$ cat src/rtl/pcug_pkg.sv
// ----------------------------------------------------------------------------
// pcug_pkg
// Types, constants and helpers for the Philox-4x32 counter-based generator.
// ----------------------------------------------------------------------------
package pcug_pkg;

	localparam int PCUG_ROUNDS = 10;

	localparam int WORD_W = 32;
	localparam int SEED_W = 64;
	localparam int SCEN_W = 40;
	localparam int TS_W   = 24;
	localparam int DIM_W  = 8;
	localparam int DRAW_W = 24;
	localparam int FRAC_W = 54;
	localparam int FRAC_DROP = 11;

	typedef logic [WORD_W-1:0] word_t;
	typedef logic [SEED_W-1:0] seed_t;
	typedef logic [SCEN_W-1:0] scen_t;
	typedef logic [TS_W-1:0]   ts_t;
	typedef logic [DIM_W-1:0]  dim_t;
	typedef logic [DRAW_W-1:0] draw_t;
	typedef logic [FRAC_W-1:0] frac_t;

	localparam word_t MUL0  = 32'hD251_1F53;
	localparam word_t MUL1  = 32'hCD9E_8D57;
	localparam word_t WEYL0 = 32'h9E37_79B9;
	localparam word_t WEYL1 = 32'hBB67_AE85;

	typedef struct packed {
		word_t c3;
		word_t c2;
		word_t c1;
		word_t c0;
	} ctr_t;

	// (w0:w1) >> 11, doubled, or 1 when the kept part is zero
	function automatic frac_t frac_of(word_t w0, word_t w1);
		logic [2*WORD_W-1:0]          raw;
		logic [2*WORD_W-FRAC_DROP-1:0] kept;
		raw  = {w0, w1};
		kept = raw[2*WORD_W-1:FRAC_DROP];
		if (kept == '0) begin
			frac_of = frac_t'(1);
		end else begin
			frac_of = {kept, 1'b0};
		end
	endfunction

endpackage

$ cat src/rtl/pcug_round.sv
// ----------------------------------------------------------------------------
// pcug_round
// One registered Philox-4x32 round with its bumped key.
// ----------------------------------------------------------------------------
module pcug_round #(
	parameter int RND = 0
) (
	input  logic            clk,
	input  logic            arst_n,
	input  logic            load,
	input  logic            valid_in,
	input  pcug_pkg::ctr_t  ctr_in,
	input  pcug_pkg::seed_t seed,
	output logic            valid_out,
	output pcug_pkg::ctr_t  ctr_out
);
	import pcug_pkg::*;

	localparam logic [63:0] OFF0_WIDE = 64'(RND) * {32'd0, WEYL0};
	localparam logic [63:0] OFF1_WIDE = 64'(RND) * {32'd0, WEYL1};
	localparam word_t OFF0 = OFF0_WIDE[31:0];
	localparam word_t OFF1 = OFF1_WIDE[31:0];

	word_t       k0;
	word_t       k1;
	logic [63:0] p0;
	logic [63:0] p1;
	ctr_t        nxt;
	ctr_t        ctr_s1;
	logic        valid_s1;

	assign k0 = seed[31:0] + OFF0;
	assign k1 = seed[63:32] + OFF1;
	assign p0 = {32'd0, MUL0} * {32'd0, ctr_in.c0};
	assign p1 = {32'd0, MUL1} * {32'd0, ctr_in.c2};

	always_comb begin
		nxt.c0 = p1[63:32] ^ ctr_in.c1 ^ k0;
		nxt.c1 = p1[31:0];
		nxt.c2 = p0[63:32] ^ ctr_in.c3 ^ k1;
		nxt.c3 = p0[31:0];
	end

	always_ff @(posedge clk or negedge arst_n) begin
		if (!arst_n) begin
			valid_s1 <= 1'b0;
		end else if (load) begin
			valid_s1 <= valid_in;
		end
	end

	always_ff @(posedge clk) begin
		if (load) begin
			ctr_s1 <= nxt;
		end
	end

	assign valid_out = valid_s1;
	assign ctr_out   = ctr_s1;
endmodule

$ cat config.mk
export PLATFORM = sky130hd
export DESIGN_NAME = pcug_round
export DESIGN_NICKNAME = d
export VERILOG_FILES = /design/src/rtl/pcug_pkg.sv /design/src/rtl/pcug_round.sv
export SDC_FILE = /design/constraint.sdc
export NUM_CORES = 2
export LEC_CHECK = 0
export BUFFER_PORTS_ARGS = -buffer_cell sky130_fd_sc_hd__buf_2
export CORE_MARGIN = 5
export CORE_UTILIZATION = 52
export CTS_CLUSTER_DIAMETER = 50
export CTS_CLUSTER_SIZE = 12
export DETAILED_ROUTE_END_ITERATION = 8
export GPL_TIMING_DRIVEN = 0
export HOLD_SLACK_MARGIN = 0.06
export PLACE_DENSITY = 0.68
export SLEW_MARGIN = 40
export SYNTH_ARGS = -nofsm -noshare
export SYNTH_HDL_FRONTEND = slang
export SYNTH_SLANG_ARGS = --single-unit
$ cat constraint.sdc
create_clock -name clk -period 2 [get_ports clk]
set_input_delay 0.2 -clock clk [delete_from_list [all_inputs] [get_ports clk]]
set_output_delay 0.2 -clock clk [all_outputs]
set_load 0.1 [all_outputs]
Word-level counts from Yosys, hierarchy flattened

Cells that the tools add are included.
W data, S select, Z words.

Register bits after elaboration: 129
Bits of input ports: 196
Output and inout port bits: 129
Logic and storage cells: 11

$mul: 2
Bitwise operators: 4

Operators with widths:

| cell                     | number |
|---|---|
| $mul A32 B32 Y64 const A | 2 |
| $xor A32 B32 Y32         | 4 |

Depth between registers and ports, before layout

Word-level depth: 3
Mapped depth: 27
Gate-level depth less buffers: 26

Worst setup path before layout

OpenSTA, ideal clock, no wires.

Kind: input -> register
Start point: input port ctr_in[75] in the netlist's numbering
End point: register ctr_s1 (netlist bit ctr_out[30]) (data pin)
Library setup time: 0.271 ns
Data arrival time: 6.368 ns
Required time: 1.729 ns
Slack: -4.639 ns
Cell stages on the path: 22
Buffers on the path: 1
Path through: fa_1 -> fa_1 -> inv_1 -> fa_1 -> inv_1 -> fa_1 -> inv_1 -> fa_1 -> fa_1 -> fa_1 -> fa_1 -> inv_1 -> ha_1 -> buf_2 -> nand4_1 -> or3_1 -> nand3b_1 -> a21boi_1 -> a211oi_2 -> o21bai_1 -> a2111oi_0 -> nor4_1

RTL lines:

| element                | line             | RTL |
|---|---|---|
| start: declaration     | pcug_round.sv:12 | `input pcug_pkg::ctr_t ctr_in,` |
| end signal: assignment | pcug_round.sv:54 | `ctr_s1 <= nxt;` |
| end: declaration       | pcug_round.sv:29 | `ctr_t ctr_s1;` |

==> summary.txt <==
Timing
  • Clock Skew: 0 ns
  • Slew HR: 49.6%
  • Finish-stage setup viols: 118
  • Slew Viols, Final: 0
  • Fmax: 0.151 GHz
  • RSZ-0062 raised after global routing: yes
  • Tcrit/Tclk final: 331%
  • Hold Fails Final Rpt: 0
  • Post-route setup TNS: -425.57 ns
  • Slew @ Worst Pin: 0.751 ns
  • Slack of the critical path: -4.62 ns
  • Min cycle time layout: 6.62 ns

Global routing
  • Initial antenna violation count: 6
  • First-pass GRT wire length: 195000 um
  • Largest net degree at the start of global routing: 68
  • Vias in the first global route: 33.0k
  • Global Route Usage Sum: 30.0%
  • Global route total overflow: 0

Status
  • Status: finished with violations
  • Failing checks: negative setup slack

Final layout
  • Layout cells sized above 1: 27.1%
  • Register area: 0.00387 mm^2
  • Leading cell type in the layout, fill and taps excluded: inv_1
  • Most frequent cells in the layout: 1138 x inv_1, 713 x fa_1, 656 x ha_1, 270 x buf_2, 168 x xnor2_1
  • Final instance area: 0.0522 mm^2
  • FILL cells: 6369
  • Final Net Count: 6440
  • Synth-to-layout area growth: 24.6%
  • Multi-input logic area: 0.0373 mm^2

Drt
  • WL per Instance: 22.5 um
  • Final WL: 129000 um
  • Drt pass-1 iters: 5
  • Routed via count: 30.4k
  • Iteration-0 DRC Markers: 1889
  • Via/cell ratio: 5.33
  • Post-route DRC: 0
  • Detail Route Antenna Nets: 0

Synth
  • Post-Syn Area: 0.0419 mm^2
  • Synth warn: 0
  • Synth Instances: 4078
  • Seq/Total Area, Yosys: 9.23%
  • EDFF count, synth: 128
  • Async SR Flop Fraction: 0.775%
  • Register bit total from synthesis: 129
  • Syn Area/Cell: 10.3 um^2
  • Synth unique cells: 84
  • Main synth FF type: edfxtp_1
  • Synthesized Nets: 5883

Setup path
  • Critical path class: in2reg
  • Slowest stage cell on the critical path: fa_2
  • Crit end category: flip-flop
  • Slowest stage delay, CP: 0.61 ns
  • CP dominant cell by count: fa_1
  • CP Launch Type: input pin
  • Delay-heaviest family, CP: adder cells
  • Crit Path Max Fanout: 5
  • WP data arrival: 6.87 ns
  • Crit path required time: 2.24 ns
  • WP buf/inv: 9

Floorplanning
  • Num rows: 104
  • Die Y-Extent: 294 um
  • Area of the die: 0.0864 mm^2
  • Core area: 0.0802 mm^2
  • IO Count: 325
  • Die width: 294 um
  • Starting Density: 52.3%

Clock tree
  • Sinks on Clock Net: 129
  • Root Buffer Master: clkbuf_16
  • Num CTS Buffers: 17
  • H-tree depth: 4
  • Worst skew pair latency: 0.50 ns
  • CTS tree: done
  • Clock-pin transition on the worst setup and hold timing paths: 0.07 ns
  • Clk buf depth: 2

Flow run
  • Max-Cap Viols: 0

Placed design
  • Final Wtd Congestion: 0.995
  • PortBufs: 324
  • Placed cell area: 0.0465 mm^2
  • HPWL Detailed: 109000 um

Hold path
  • Worst hold path class: in2reg
## per-layer routing
layer  share of wire (%)  global-route usage (%)  wire length [um]  vias to the layer above
met1                  41                    40.4             52600                    15379
met3                 7.5                    6.42              9680                      187
li1                    -                       -                 -                    13831
met4                 2.9                    8.16              3690                        2
met5               0.010                       0                13                        -
met2                  49                    49.7             62600                     1046
## path summary, 6_finish.rpt
check                                    to         from  cells after the start  slack, ns
worst max-delay path            ctr_out[25]   ctr_in[77]                     27      -4.62
worst min-delay path            ctr_out[76]  ctr_in[108]                      3       0.11
worst max register to register    valid_out    valid_out                      1       1.27
worst min register to register    valid_out    valid_out                      1       0.50
max in group asynchronous         valid_out       arst_n                      3       1.36
min in group asynchronous         valid_out       arst_n                      3       0.54
## registers in the layout, summed over array words and instances (netlist names)
name       flops
ctr_out      128
valid_out      1
## tightest hold or removal path, delay by kind of cell
family                    cells  cell delay (ns)
buffers and inverters         1             0.08
xor gates and xnor gates      2             0.22
## layout make-up
class                           count  share of cell area (%)
Multi-Input combinational cell   2666                    71.4
Clock inverter                     12                   0.240
Antenna cell                        3                  0.0144
Timing Repair Buffer              556                    8.14
Buffer                             32                   0.367
Inverter                         1233                    9.01
Tap cell                         1060                    2.54
Sequential cell                   129                    7.41
Clock buffer                       20                   0.837
## cells by family after synthesis
family / share of synthesized area [%]
compound gates: 7.35
buf+inv: 11.5
mux: 0.0985
flops: 9.23
xor+xnor: 5.12
fa+ha+maj: 62.5
simple gates: 4.19
## metrics by stage
| step | worst slack [ns] | cells | hold slack (ns) | utilization, % |
|---|---|---|---|---|
| final | -4.62 | 5711 | 0.113 | 65.1 |
| after detailed placement | -5.73 | 5464 | -0.0234 | 58.0 |
| after CTS | -4.62 | 5641 | 0.0846 | 63.0 |
| after global routing | -4.79 | 5709 | 0.119 | 65.1 |
| after global placement | -5.69 | 5462 | -0.0258 | 58.0 |
| after floorplan | -4.48 | 4078 | -0.0956 | - |
## cells in the mapped netlist, drive strengths merged (4+ instances only)
cell | n | share of area (%)
o21bai | 36 | 0.66
buf | 17 | 0.20
nand3 | 38 | 0.47
fa | 805 | 38
a41oi | 4 | 0.084
nor2 | 77 | 0.69
clkbuf | 33 | 0.30
o211ai | 13 | 0.27
nand4 | 31 | 0.48
nand2 | 107 | 0.96
o2111ai | 6 | 0.16
nand2b | 14 | 0.21
o31a | 4 | 0.084
xor2 | 51 | 1.1
and2 | 13 | 0.20
a21o | 79 | 1.4
xnor2 | 194 | 4.1
or2 | 11 | 0.16
a21oi | 145 | 1.8
nor3 | 23 | 0.29
and3 | 16 | 0.24
o31ai | 5 | 0.11
nor4 | 4 | 0.060
nor2b | 4 | 0.060
a211oi | 19 | 0.40
a21boi | 4 | 0.072
o21a | 16 | 0.29
a31oi | 14 | 0.27
edfxtp | 128 | 9.2
inv | 1233 | 11
o21ai | 73 | 0.92
and4 | 5 | 0.10
ha | 804 | 24
## what timing repair did
action / 4_1_cts / 5_1_grt
gates resized for setup: 529 / 258
hold buffers: 5 / 0
buffers inserted: 158 / 95
pin swaps: 279 / 250
endpoints found under the hold margin: 4 / 0
setup endpoints to repair: 119 / 118
gates cloned: 0 / 0
Power is left out: the tool's default activity adds up to more than one toggle a clock period on the data nets, which glitch-free logic cannot reach.
